<file path="config.mk">
export PLATFORM = sky130hd
export DESIGN_NAME = false_position_cubic_root
export DESIGN_NICKNAME = d
export VERILOG_FILES = /design/src/rtl/core/fpcr_pkg.sv /design/src/rtl/core/fpcr_csr.sv /design/src/rtl/core/fpcr_mul.sv /design/src/rtl/core/fpcr_div.sv /design/src/rtl/core/false_position_cubic_root.sv
export SDC_FILE = /design/constraint.sdc
export NUM_CORES = 2
export LEC_CHECK = 0
export BUFFER_PORTS_ARGS = -buffer_cell sky130_fd_sc_hd__buf_4
export CAP_MARGIN = 20
export CORE_ASPECT_RATIO = 1.1
export CORE_MARGIN = 1
export CORE_UTILIZATION = 55
export CTS_BUF_LIST = sky130_fd_sc_hd__clkbuf_16
export DETAILED_ROUTE_END_ITERATION = 8
export PLACE_DENSITY = 0.74
export SYNTH_ARGS = -nofsm -noshare
export SYNTH_HDL_FRONTEND = slang
export SYNTH_SLANG_ARGS = --single-unit
</file>
<file path="constraint.sdc">
create_clock -name clock -period 10.2 [get_ports clock]
set_input_delay 2.04 -clock clock [delete_from_list [all_inputs] [get_ports clock]]
set_output_delay 2.04 -clock clock [all_outputs]
set_load 0.005 [all_outputs]
</file>
<file path="src/rtl/core/fpcr_pkg.sv">
// ----------------------------------------------------------------------------
// fpcr_pkg
// Types, codes and defaults shared by the false-position cubic root finder.
// ----------------------------------------------------------------------------
package fpcr_pkg;

   localparam int FRAC_BITS_DEFAULT     = 16;
   localparam int MAX_ITER_BITS_DEFAULT = 8;
   localparam int CSR_ADDR_W            = 5;

   typedef enum logic [2:0] {
      REG_COEF_CUBIC  = 3'd0,
      REG_COEF_SQUARE = 3'd1,
      REG_COEF_LINEAR = 3'd2,
      REG_COEF_CONST  = 3'd3,
      REG_TOLERANCE   = 3'd4,
      REG_ITER_LIMIT  = 3'd5
   } reg_index_type;

   typedef enum logic [1:0] {
      OUTCOME_ZERO  = 2'd0,
      OUTCOME_TOL   = 2'd1,
      OUTCOME_LIMIT = 2'd2,
      OUTCOME_DEN   = 2'd3
   } outcome_type;

   typedef enum logic [1:0] {
      PHASE_FA,
      PHASE_FB,
      PHASE_FC
   } phase_type;

   typedef enum logic [3:0] {
      ST_IDLE,
      ST_MUL,
      ST_ADD,
      ST_SEC_P1,
      ST_SEC_P2,
      ST_SEC_SUB,
      ST_SEC_DIV,
      ST_CHECK,
      ST_DONE
   } state_type;

   typedef struct packed {
      logic signed [31:0] coef_cubic;
      logic signed [31:0] coef_square;
      logic signed [31:0] coef_linear;
      logic signed [31:0] coef_const;
      logic [30:0]        tolerance;
      logic [7:0]         iteration_limit;
   } cfg_type;

   typedef struct packed {
      logic signed [31:0] left_end;
      logic signed [31:0] right_end;
   } req_type;

   typedef struct packed {
      logic signed [31:0] root_estimate;
      logic [7:0]         iterations_used;
      logic [1:0]         outcome;
      logic               saturated;
   } rsp_type;

endpackage

</file>
<file path="src/rtl/core/fpcr_csr.sv">
// ----------------------------------------------------------------------------
// fpcr_csr
// Configuration registers: polynomial coefficients, tolerance and limit.
// ----------------------------------------------------------------------------
module fpcr_csr
   import fpcr_pkg::*;
#(
   parameter int FRAC_BITS = FRAC_BITS_DEFAULT
) (
   input  logic                  clock,
   input  logic                  reset,
   input  logic                  psel,
   input  logic                  penable,
   input  logic                  pwrite,
   input  logic [CSR_ADDR_W-1:0] paddr,
   input  logic [31:0]           pwdata,
   output logic [31:0]           prdata,
   output logic                  pready,
   output cfg_type               cfg
);

   localparam logic [63:0] ONE64 = 64'd1 << FRAC_BITS;
   localparam logic [63:0] SQ64  = 64'd0 - (64'd5 << FRAC_BITS);
   localparam logic [63:0] LIN64 = 64'd11 << FRAC_BITS;
   localparam logic [63:0] CON64 = 64'd0 - (64'd6 << FRAC_BITS);
   localparam logic [63:0] TOL64 = (ONE64 + 64'd5000) / 64'd10000;

   cfg_type cfg_ff;
   logic    wr_en;

   assign pready = 1'b1;
   assign wr_en  = psel & penable & pwrite;
   assign cfg    = cfg_ff;

   always_ff @(posedge clock) begin
      if (reset) begin
         cfg_ff.coef_cubic      <= ONE64[31:0];
         cfg_ff.coef_square     <= SQ64[31:0];
         cfg_ff.coef_linear     <= LIN64[31:0];
         cfg_ff.coef_const      <= CON64[31:0];
         cfg_ff.tolerance       <= TOL64[30:0];
         cfg_ff.iteration_limit <= 8'd64;
      end else if (wr_en) begin
         unique case (paddr[4:2])
            REG_COEF_CUBIC:  cfg_ff.coef_cubic      <= pwdata;
            REG_COEF_SQUARE: cfg_ff.coef_square     <= pwdata;
            REG_COEF_LINEAR: cfg_ff.coef_linear     <= pwdata;
            REG_COEF_CONST:  cfg_ff.coef_const      <= pwdata;
            REG_TOLERANCE:   cfg_ff.tolerance       <= pwdata[30:0];
            REG_ITER_LIMIT:  cfg_ff.iteration_limit <= pwdata[7:0];
            default: ;
         endcase
      end
   end

   always_comb begin
      unique case (paddr[4:2])
         REG_COEF_CUBIC:  prdata = cfg_ff.coef_cubic;
         REG_COEF_SQUARE: prdata = cfg_ff.coef_square;
         REG_COEF_LINEAR: prdata = cfg_ff.coef_linear;
         REG_COEF_CONST:  prdata = cfg_ff.coef_const;
         REG_TOLERANCE:   prdata = {1'b0, cfg_ff.tolerance};
         REG_ITER_LIMIT:  prdata = {24'd0, cfg_ff.iteration_limit};
         default:         prdata = 32'd0;
      endcase
   end

endmodule

</file>
<file path="src/rtl/core/fpcr_mul.sv">
// ----------------------------------------------------------------------------
// fpcr_mul
// Shared signed 32 by 32 multiplier with a registered product.
// ----------------------------------------------------------------------------
module fpcr_mul
   import fpcr_pkg::*;
(
   input  logic               clock,
   input  logic signed [31:0] op_a,
   input  logic signed [31:0] op_b,
   output logic signed [63:0] prod
);

   logic signed [63:0] prod_ff;
   logic signed [63:0] prod_in;

   assign prod_in = op_a * op_b;
   assign prod    = prod_ff;

   always_ff @(posedge clock) begin
      prod_ff <= prod_in;
   end

endmodule

</file>
<file path="src/rtl/core/fpcr_div.sv">
// ----------------------------------------------------------------------------
// fpcr_div
// Restoring divider, 64-bit unsigned numerator by 33-bit divisor, one
// quotient bit per cycle.
// ----------------------------------------------------------------------------
module fpcr_div
   import fpcr_pkg::*;
(
   input  logic        clock,
   input  logic        reset,
   input  logic        start,
   input  logic [63:0] num,
   input  logic [32:0] den,
   output logic        done,
   output logic [63:0] quo
);

   logic        run_ff, run_in;
   logic        done_ff, done_in;
   logic [5:0]  cnt_ff, cnt_in;
   logic [32:0] rem_ff, rem_in;
   logic [63:0] quo_ff, quo_in;
   logic [32:0] den_ff, den_in;
   logic [33:0] trial;
   logic [33:0] diff;

   assign trial = {rem_ff, quo_ff[63]};
   assign diff  = trial - {1'b0, den_ff};
   assign done  = done_ff;
   assign quo   = quo_ff;

   always_comb begin
      run_in  = run_ff;
      done_in = 1'b0;
      cnt_in  = cnt_ff;
      rem_in  = rem_ff;
      quo_in  = quo_ff;
      den_in  = den_ff;
      if (start) begin
         run_in = 1'b1;
         cnt_in = 6'd0;
         rem_in = 33'd0;
         quo_in = num;
         den_in = den;
      end else if (run_ff) begin
         if (!diff[33]) begin
            rem_in = diff[32:0];
            quo_in = {quo_ff[62:0], 1'b1};
         end else begin
            rem_in = trial[32:0];
            quo_in = {quo_ff[62:0], 1'b0};
         end
         cnt_in = cnt_ff + 6'd1;
         if (cnt_ff == 6'd63) begin
            run_in  = 1'b0;
            done_in = 1'b1;
         end
      end
   end

   always_ff @(posedge clock) begin
      if (reset) begin
         run_ff  <= 1'b0;
         done_ff <= 1'b0;
      end else begin
         run_ff  <= run_in;
         done_ff <= done_in;
      end
      cnt_ff <= cnt_in;
      rem_ff <= rem_in;
      quo_ff <= quo_in;
      den_ff <= den_in;
   end

endmodule

</file>
<file path="src/rtl/core/false_position_cubic_root.sv">
// ----------------------------------------------------------------------------
// false_position_cubic_root
// Finds a root of a cubic in signed fixed point by false position, with one
// shared multiplier and a serial divider under a sequencer.
//
// Channel   Direction  Handshake           Payload
// req       in         req_valid/req_stall req_data  (req_type)
// rsp       out        rsp_valid/rsp_stall rsp_data  (rsp_type)
// csr       in         psel/penable        paddr, pwdata, prdata
//
// Each polynomial evaluation is a chain of multiply-add steps by Horner's rule
// on the multiplier. Each iteration needs three evaluations, the secant point,
// found from the cross products, a subtraction and the 64-step divider, and
// the end check; iterations go on up to the iteration limit.
// Reset is synchronous and restores the coefficient defaults.
// A new request is taken only while the sequencer is idle; a finished result
// waits in the output register while the next request is accepted.
// ----------------------------------------------------------------------------
module false_position_cubic_root
   import fpcr_pkg::*;
#(
   parameter int FRAC_BITS     = FRAC_BITS_DEFAULT,
   parameter int MAX_ITER_BITS = MAX_ITER_BITS_DEFAULT
) (
   input  logic                  clock,
   input  logic                  reset,
   input  logic                  req_valid,
   output logic                  req_stall,
   input  req_type               req_data,
   output logic                  rsp_valid,
   input  logic                  rsp_stall,
   output rsp_type               rsp_data,
   input  logic                  psel,
   input  logic                  penable,
   input  logic                  pwrite,
   input  logic [CSR_ADDR_W-1:0] paddr,
   input  logic [31:0]           pwdata,
   output logic [31:0]           prdata,
   output logic                  pready
);

   localparam int IB = MAX_ITER_BITS;

   cfg_type cfg;

   state_type          state_ff, state_in;
   phase_type          phase_ff, phase_in;
   logic signed [31:0] a_ff, a_in, b_ff, b_in, c_ff, c_in;
   logic signed [31:0] x_ff, x_in, acc_ff, acc_in;
   logic signed [31:0] fa_ff, fa_in, fb_ff, fb_in;
   logic signed [63:0] p1_ff, p1_in;
   logic [1:0]         step_ff, step_in;
   logic [IB-1:0]      iter_ff, iter_in, limit_ff, limit_in;
   logic               sat_ff, sat_in;
   logic               neg_ff, neg_in;
   outcome_type        outcome_ff, outcome_in;
   logic               rsp_valid_ff, rsp_valid_in;
   rsp_type            rsp_ff, rsp_in;

   logic signed [31:0] mul_a, mul_b;
   logic signed [63:0] prod;
   logic signed [64:0] prod_ext, hsum;
   logic signed [31:0] coef_sel, hres;
   logic               hovf;
   logic signed [64:0] num_s;
   logic signed [32:0] den_s;
   logic [63:0]        num_mag;
   logic [32:0]        den_mag;
   logic               div_start, div_done;
   logic [63:0]        quo;
   logic signed [31:0] cres;
   logic               covf;
   logic signed [32:0] width_s;
   logic [32:0]        width_mag;
   logic [IB+7:0]      lim_wide, cap_wide, iter_wide;

   fpcr_csr #(.FRAC_BITS(FRAC_BITS)) u_csr (
      .clock, .reset, .psel, .penable, .pwrite, .paddr, .pwdata, .prdata,
      .pready, .cfg
   );

   fpcr_mul u_mul (.clock, .op_a(mul_a), .op_b(mul_b), .prod);

   fpcr_div u_div (
      .clock, .reset, .start(div_start), .num(num_mag), .den(den_mag),
      .done(div_done), .quo
   );

   assign req_stall = (state_ff != ST_IDLE);
   assign rsp_valid = rsp_valid_ff;
   assign rsp_data  = rsp_ff;

   always_comb begin
      unique case (state_ff)
         ST_SEC_P1: begin
            mul_a = a_ff;
            mul_b = fb_ff;
         end
         ST_SEC_P2: begin
            mul_a = b_ff;
            mul_b = fa_ff;
         end
         default: begin
            mul_a = acc_ff;
            mul_b = x_ff;
         end
      endcase
   end

   always_comb begin
      case (step_ff)
         2'd0:    coef_sel = cfg.coef_square;
         2'd1:    coef_sel = cfg.coef_linear;
         default: coef_sel = cfg.coef_const;
      endcase
   end

   assign prod_ext = {prod[63], prod};
   assign hsum     = (prod_ext >>> FRAC_BITS) + $signed({{33{coef_sel[31]}}, coef_sel});
   assign hovf     = !((&hsum[64:31]) || !(|hsum[64:31]));
   assign hres     = hovf ? (hsum[64] ? 32'sh8000_0000 : 32'sh7FFF_FFFF) : hsum[31:0];

   assign num_s     = {p1_ff[63], p1_ff} - {prod[63], prod};
   assign den_s     = {fb_ff[31], fb_ff} - {fa_ff[31], fa_ff};
   assign num_mag   = num_s[64] ? 64'(-num_s) : num_s[63:0];
   assign den_mag   = den_s[32] ? 33'(-den_s) : den_s;
   assign div_start = (state_ff == ST_SEC_SUB);

   always_comb begin
      covf = 1'b0;
      cres = quo[31:0];
      if (neg_ff) begin
         if (quo > 64'h8000_0000) begin
            covf = 1'b1;
            cres = 32'sh8000_0000;
         end else begin
            cres = 32'(-quo[31:0]);
         end
      end else if (quo > 64'h7FFF_FFFF) begin
         covf = 1'b1;
         cres = 32'sh7FFF_FFFF;
      end
   end

   assign width_s   = {b_ff[31], b_ff} - {a_ff[31], a_ff};
   assign width_mag = width_s[32] ? 33'(-width_s) : width_s;

   assign lim_wide  = {{IB{1'b0}}, cfg.iteration_limit};
   assign cap_wide  = {8'd0, {IB{1'b1}}};
   assign iter_wide = {8'd0, iter_ff};

   always_comb begin
      state_in     = state_ff;
      phase_in     = phase_ff;
      a_in         = a_ff;
      b_in         = b_ff;
      c_in         = c_ff;
      x_in         = x_ff;
      acc_in       = acc_ff;
      fa_in        = fa_ff;
      fb_in        = fb_ff;
      p1_in        = p1_ff;
      step_in      = step_ff;
      iter_in      = iter_ff;
      limit_in     = limit_ff;
      sat_in       = sat_ff;
      neg_in       = neg_ff;
      outcome_in   = outcome_ff;
      rsp_valid_in = rsp_valid_ff && rsp_stall;
      rsp_in       = rsp_ff;

      unique case (state_ff)
         ST_IDLE: begin
            if (req_valid) begin
               a_in     = req_data.left_end;
               b_in     = req_data.right_end;
               c_in     = req_data.left_end;
               x_in     = req_data.left_end;
               acc_in   = cfg.coef_cubic;
               step_in  = 2'd0;
               phase_in = PHASE_FA;
               iter_in  = '0;
               sat_in   = 1'b0;
               if (cfg.iteration_limit == 8'd0) begin
                  limit_in = IB'(1);
               end else if (lim_wide > cap_wide) begin
                  limit_in = {IB{1'b1}};
               end else begin
                  limit_in = lim_wide[IB-1:0];
               end
               state_in = ST_MUL;
            end
         end
         ST_MUL: begin
            state_in = ST_ADD;
         end
         ST_ADD: begin
            acc_in  = hres;
            sat_in  = sat_ff | hovf;
            step_in = step_ff + 2'd1;
            state_in = ST_MUL;
            if (step_ff == 2'd2) begin
               step_in = 2'd0;
               acc_in  = cfg.coef_cubic;
               unique case (phase_ff)
                  PHASE_FA: begin
                     fa_in    = hres;
                     x_in     = b_ff;
                     phase_in = PHASE_FB;
                  end
                  PHASE_FB: begin
                     fb_in = hres;
                     if (hres == fa_ff) begin
                        outcome_in = OUTCOME_DEN;
                        state_in   = ST_DONE;
                     end else begin
                        state_in = ST_SEC_P1;
                     end
                  end
                  default: begin
                     iter_in = iter_ff + IB'(1);
                     if (hres == 32'sd0) begin
                        outcome_in = OUTCOME_ZERO;
                        state_in   = ST_DONE;
                     end else begin
                        if (fa_ff != 32'sd0 && (hres[31] != fa_ff[31])) begin
                           b_in = c_ff;
                        end else begin
                           a_in = c_ff;
                        end
                        state_in = ST_CHECK;
                     end
                  end
               endcase
            end
         end
         ST_SEC_P1: begin
            state_in = ST_SEC_P2;
         end
         ST_SEC_P2: begin
            p1_in    = prod;
            state_in = ST_SEC_SUB;
         end
         ST_SEC_SUB: begin
            neg_in   = num_s[64] ^ den_s[32];
            state_in = ST_SEC_DIV;
         end
         ST_SEC_DIV: begin
            if (div_done) begin
               c_in     = cres;
               x_in     = cres;
               sat_in   = sat_ff | covf;
               acc_in   = cfg.coef_cubic;
               step_in  = 2'd0;
               phase_in = PHASE_FC;
               state_in = ST_MUL;
            end
         end
         ST_CHECK: begin
            if (width_mag < {2'b00, cfg.tolerance}) begin
               outcome_in = OUTCOME_TOL;
               state_in   = ST_DONE;
            end else if (iter_ff >= limit_ff) begin
               outcome_in = OUTCOME_LIMIT;
               state_in   = ST_DONE;
            end else begin
               x_in     = a_ff;
               acc_in   = cfg.coef_cubic;
               step_in  = 2'd0;
               phase_in = PHASE_FA;
               state_in = ST_MUL;
            end
         end
         ST_DONE: begin
            if (!rsp_valid_ff || !rsp_stall) begin
               rsp_valid_in           = 1'b1;
               rsp_in.root_estimate   = c_ff;
               rsp_in.iterations_used = iter_wide[7:0];
               rsp_in.outcome         = outcome_ff;
               rsp_in.saturated       = sat_ff;
               state_in               = ST_IDLE;
            end
         end
         default: state_in = ST_IDLE;
      endcase
   end

   always_ff @(posedge clock) begin
      if (reset) begin
         state_ff     <= ST_IDLE;
         rsp_valid_ff <= 1'b0;
      end else begin
         state_ff     <= state_in;
         rsp_valid_ff <= rsp_valid_in;
      end
      phase_ff   <= phase_in;
      a_ff       <= a_in;
      b_ff       <= b_in;
      c_ff       <= c_in;
      x_ff       <= x_in;
      acc_ff     <= acc_in;
      fa_ff      <= fa_in;
      fb_ff      <= fb_in;
      p1_ff      <= p1_in;
      step_ff    <= step_in;
      iter_ff    <= iter_in;
      limit_ff   <= limit_in;
      sat_ff     <= sat_in;
      neg_ff     <= neg_in;
      outcome_ff <= outcome_in;
      rsp_ff     <= rsp_in;
   end

endmodule
</file>
Word-level counts from Yosys, hierarchy flattened

Index checks and enable logic that the tools add are counted.

Output and inout port bits: 78
Logic and storage cells: 225
Memory bits (writable): 0
Input bits: 108
Flip-flop bits (word level): 729
Memories: 0
ROM bits: 0
Latch bits: 0

Multiplexer cells: 85
Bitwise logic cells: 6
Add/subtract/negate cells: 12
Divide/modulo/power cells: 0
Reduce and logical (&&, ||, !) cells: 46
$lt $le $gt $ge: 5
Shift-type cells: 0
Multiply operators: 1
Equal/unequal tests: 34

Operators with widths:

| operator                                              | count |
|---|---|
| two-way mux 32 bit                                    | 26 |
| one-hot mux 32 bit (2 select lines)                   | 6 |
| one-hot mux 32 bit (4 select lines)                   | 2 |
| two-way mux 64 bit                                    | 3 |
| one-hot mux 32 bit (6 select lines)                   | 1 |
| two-way mux 33 bit                                    | 2 |
| negation 33 bit                                       | 2 |
| subtractor 32 x 32 -> 33 bit                          | 2 |
| subtractor 64 x 64 -> 65 bit                          | 1 |
| > comparator 64 x 31 -> 1 bit (second input constant) | 1 |
| > comparator 64 x 32 -> 1 bit (second input constant) | 1 |
| multiplier 32 x 32 -> 64 bit                          | 1 |
| negation 64 bit                                       | 1 |
| adder 48 x 32 -> 49 bit                               | 1 |
| one-hot mux 4 bit (9 select lines)                    | 1 |
| AND reduction 34 bit                                  | 1 |
| OR reduction 34 bit                                   | 1 |
| subtractor 34 x 33 -> 34 bit                          | 1 |
| less-than comparator 33 x 31 -> 1 bit                 | 1 |
| equality test 32 bit                                  | 1 |
| zero test 32 bit                                      | 1 |
| two-way mux 4 bit                                     | 8 |
| two-way mux 8 bit                                     | 4 |
| negation 32 bit                                       | 1 |
| other kinds (49)                                      | 119 |

Depth between registers and ports, before layout

Depth after elaboration: 14
Mapped depth: 41
Gate-level depth less buffers: 38

Hierarchy

From an unflattened synthesis, not the netlist that was laid out.

Cell total of the unflattened synthesis: 9573
Area, all modules: 86126.4 µm²

By module, submodules not included:

| module                    | seq. area each (µm²) | cells each | area an instance (µm²) | instances |
|---|---|---|---|---|
| fpcr_mul                  | 1281.2               | 3961       | 37572.3                | 1 |
| false_position_cubic_root | 10760.3              | 4010       | 33358.2                | 1 |
| fpcr_csr                  | 3343.2               | 918        | 7767.4                 | 1 |
| fpcr_div                  | 3733.6               | 684        | 7428.4                 | 1 |

Least setup slack after synthesis

OpenSTA, ideal clock, no wires.

Path kind: flip-flop to flip-flop
From: register state_ff[3]
To: register u_mul.prod_ff[62] (netlist: u_mul.prod[62])
Setup time: 0.072 ns
Cell stages (with the launch flop): 35
Clock period less this slack: 11.250 ns
Path buffers: 4
Arrival: 11.177 ns
Slack: -1.050 ns
Path through: dfxtp_1 or2_2 nor3_1 clkbuf_1 clkbuf_1 clkbuf_1 a22oi_1 nand2_1 clkbuf_1 nand2_1 fa_1 fa_1 inv_1 fa_1 inv_1 fa_1 inv_1 fa_1 fa_1 fa_1 fa_1 ha_1 a21oi_1 o21ai_0 a21oi_1 o211ai_1 a31oi_1 o21bai_1 a31o_2 a221oi_1 o21ai_0 or4_1 a31o_2 a21oi_1 xnor2_1

Word-level cells in the longest chain between the ends: 3
Elaborated cells on any way between the ends: 5

RTL lines:

| what                                                                         | RTL line                         | text |
|---|---|---|
| from (decl)                                                                  | false_position_cubic_root.sv:46  | `state_type state_ff, state_in;` |
| from (signal assigned)                                                       | false_position_cubic_root.sv:293 | `state_ff <= state_in;` |
| equality test 4 x 3 -> 1 bit or equality test 4 x 2 -> 1 bit (tied branches) | false_position_cubic_root.sv:94  | `unique case (state_ff)` |
| one-hot mux 32 bit (2 select lines)                                          | false_position_cubic_root.sv:94  |  |
| multiplier 32 x 32 -> 64 bit (*)                                             | fpcr_mul.sv:17                   | `assign prod_in = op_a * op_b;` |
| net u_mul.prod_in[62]                                                        | fpcr_mul.sv:15                   | `logic signed [63:0] prod_in;` |
| to (signal assigned)                                                         | fpcr_mul.sv:21                   | `prod_ff <= prod_in;` |
| to (decl)                                                                    | fpcr_mul.sv:14                   | `logic signed [63:0] prod_ff;` |

The timed path passes the listed nets; every way through them passes the cells marked *.
A chain may end at the register's enable or synchronous reset.

Worst setup path after layout

From: register state_ff[0]
To: register u_mul.prod_ff[62] (netlist: u_mul.prod[62])

The elaborated chain is that of the path after synthesis.

==> impl_metrics.yaml <==
synthesis:
  synth_flop_cell: "edfxtp_1"
  avgSynthCellArea_sq_um: 8.88
  yosysTopAreaCell: "fa_1"
  postSynth.asyncResetShare: 0
  synthCells: 9132
  seq_area_frac_synth: 0.236
  syn-num-nets: 10800
  ys_ff_latch: 729
  yosysMostFrequentCell: "nand2_1"
  yosys_warnings: 0
  synth_cell_types: 114
  synth.top_cell.area_share: 0.268
  synth-edff-count: 452
  syn_area_sq_um: 81100
  synthTopCellsByArea: "fa_1 (27%), edfxtp_1 (17%), nand2_1 (6.9%)"
  synth_common_cells: "nand2_1 (1,495), inv_1 (1,294), fa_1 (1,087)"
global_routing:
  overflow: 0
  grt_usage: 0.417
  grt_pass1_vias: 69600
  grt_max_degree: 92
  grt_pass1_wl_microns: 452000
  antenna_found_initial: 23
sta:
  slew_headroom: 0.200
  final-hold-violation-count: 0
  setup_tns_ps: 0
  fin_crit_sh: 0.970
  worstMarginPinSlew_ps: 1190
  final_max_slew_viol_count: 0
  fin_skew_ps: 60.4
  setup_slack_ps: 302
  fin_crit_ps: 9900
  max_freq_mhz: 101
  setup_viol: 0
cts:
  cts_made_buffers: 76
  cts_root_buf: "clkbuf_16"
  cts_tree: "built"
  worstSkewPairLatency_ps: 700
  clockBufferDepth: 3
  clock_sinks: 729
  htree_levels: 3
  clkTransAtPathRegs_ps: 70
  hold_buffers: 0
critical_path:
  critical_path_arrival_ps: 10510
  cp_slowest_cell: "fa_1"
  reg2reg_to: "u_mul.prod[62]$_DFF_P_"
  cp_max_fo: 26
  cpPeakStageDelay_ps: 500
  critPathLaunchType: "flop"
  cp_common_cell: "fa_1"
  required_ps: 10820
  crit_type: "reg2reg"
  end_kind: "flop"
  r2r_start: "state_ff[0]$_SDFFE_PP0P_"
  r2r_cells: 40
  reg2reg_setup_slack_ps: 300
route:
  wl_per_cell_microns: 26.9
  drt_iter0_drc: 7253
  drt-total-wl_microns: 310000
  vias: 69300
  drc: 0
  viasPerCell: 6.01
  drt_pass1_iterations: 9
  drtAntennaViolNets: 0
cells_and_area:
  drive_gt1_frac: 0.112
  nNetsFinal: 11200
  fill_cells: 12500
  syn_to_final_growth_pct: 12.9
floorplanning:
  boundaryPins: 186
  fp-row-count: 147
  die-area_sq_um: 149000
  die_w_microns: 368
  start_util: 0.555
  fp.dieH_microns: 405
  core_area_sq_um: 146000
placed_design:
  port_buffers: 182
  hpwl_microns: 257000
  pre_cts_ws_ps: -293
  gp_congestion: 1.08
status:
  outcome: "finished clean"
worst_hold_path:
  min_from: "outcome_ff[1]$_DFFE_PP_"
  hold_path_class: "reg2reg"
  min_to: "rsp_data[2]$_DFFE_PP_"
  min_path_cells: 0
job:
  maxCapViolCount: 0
## per-stage QoR
step	cell area [sq um]	hold WS (ps)	std cells	utilization
after detailed placement	88900	409	11400	0.608
final	91600	424	11500	0.627
after floorplan	81100	400	9132	-
after CTS	91400	426	11500	0.625
after global routing	91600	432	11500	0.626
after global placement	88900	406	11400	0.608
## registers in the layout (all words and copies together) (netlist names), 2 cells and up
register / flops
u_div.den_ff: 33
outcome_ff: 2
u_div.rem_ff: 33
phase_ff: 2
x_ff: 32
limit_ff: 8
u_mul.prod: 64
u_div.cnt_ff: 6
fb_ff: 32
state_ff: 4
c_ff: 32
acc_ff: 32
iter_ff: 8
u_csr.cfg: 167
u_div.quo: 64
fa_ff: 32
p1_ff: 64
rsp_data: 43
b_ff: 32
a_ff: 32
step_ff: 2
## placed cells by master, fill, tap and decap left out, types with 76 or more instances in the layout
| cell type | instances |
|---|---|
| nor2_1 | 850 |
| edfxtp_1 | 452 |
| clkbuf_16 | 76 |
| o21ai_0 | 309 |
| nand3_1 | 102 |
| ha_1 | 440 |
| dfxtp_1 | 276 |
| a22oi_1 | 95 |
| fa_1 | 1087 |
| nor3_1 | 95 |
| a21o_1 | 148 |
| nand2_1 | 1492 |
| a21oi_1 | 497 |
| inv_1 | 1302 |
| buf_4 | 667 |
| xnor2_1 | 266 |
| and2_1 | 85 |
| xor2_1 | 135 |
| buf_12 | 92 |
## final cells by class
cell class / count / area, sq um / share of cell area
flip-flops and latches: 729 / 19100 / 0.209
clock buffers: 76 / 1900 / 0.0208
clock inverters: 64 / 631 / 0.00688
repair buffers: 762 / 6880 / 0.0751
well taps: 1937 / 2420 / 0.0265
multi-input cells: 6670 / 55800 / 0.609
inverters: 1296 / 4860 / 0.0531
diodes: 11 / 27.5 / 0.000300
## timing repair
| action | CTS | global route |
|---|---|---|
| buffers inserted | 2 | 2 |
| endpoints found under the setup margin | 5 | 13 |
| pin swaps | 2 | 6 |
| cloned | 1 | 0 |
| gates resized for setup | 5 | 24 |
## worst max-delay path by stage
stage                                        start                      to  slack [ps]  cells after the start
after CTS                 state_ff[3]$_SDFFE_PP0P_  u_mul.prod[62]$_DFF_P_         100                     35
after floorplan           state_ff[3]$_SDFFE_PP0P_  u_mul.prod[62]$_DFF_P_          30                     34
after global routing      state_ff[3]$_SDFFE_PP0P_  u_mul.prod[49]$_DFF_P_          -3                     42
final                     state_ff[0]$_SDFFE_PP0P_  u_mul.prod[62]$_DFF_P_         300                     40
after global placement    state_ff[3]$_SDFFE_PP0P_  u_mul.prod[62]$_DFF_P_        -180                     38
after detailed placement  state_ff[3]$_SDFFE_PP0P_  u_mul.prod[62]$_DFF_P_        -290                     35
## layer usage
metal | track usage | part of all wire | wire length, microns | up-vias
li1 | - | - | - | 30600
met1 | 0.485 | 0.35 | 110000 | 34300
met2 | 0.675 | 0.46 | 143000 | 3499
met3 | 0.0869 | 0.087 | 27100 | 970
met4 | 0.321 | 0.096 | 29900 | 20
met5 | 0 | 0.00043 | 134 | -
## cell families after synthesis
family / count (synthesis) / synth area share
compound gates: 1527 / 0.120
xor+xnor: 403 / 0.0435
fa+ha+maj: 1527 / 0.336
buf+inv: 1734 / 0.0810
flops: 729 / 0.236
mux: 109 / 0.0165
other cells: 1 / 0.0000462
simple gates: 3102 / 0.167
## worst max-delay path, delay by kind of cell (launching register included)
kind | cells | cell delay [ps]
adders and majority gates | 9 | 3670
AOI/OAI and AO/OA | 14 | 3070
and+or+nand+nor | 6 | 1310
buffers and inverters | 10 | 1290
DFF | 1 | 320
xor gates and xnor gates | 1 | 130
Power is left out: the tool's default activity adds up to more than one toggle a clock period on the data nets, which glitch-free logic cannot reach.
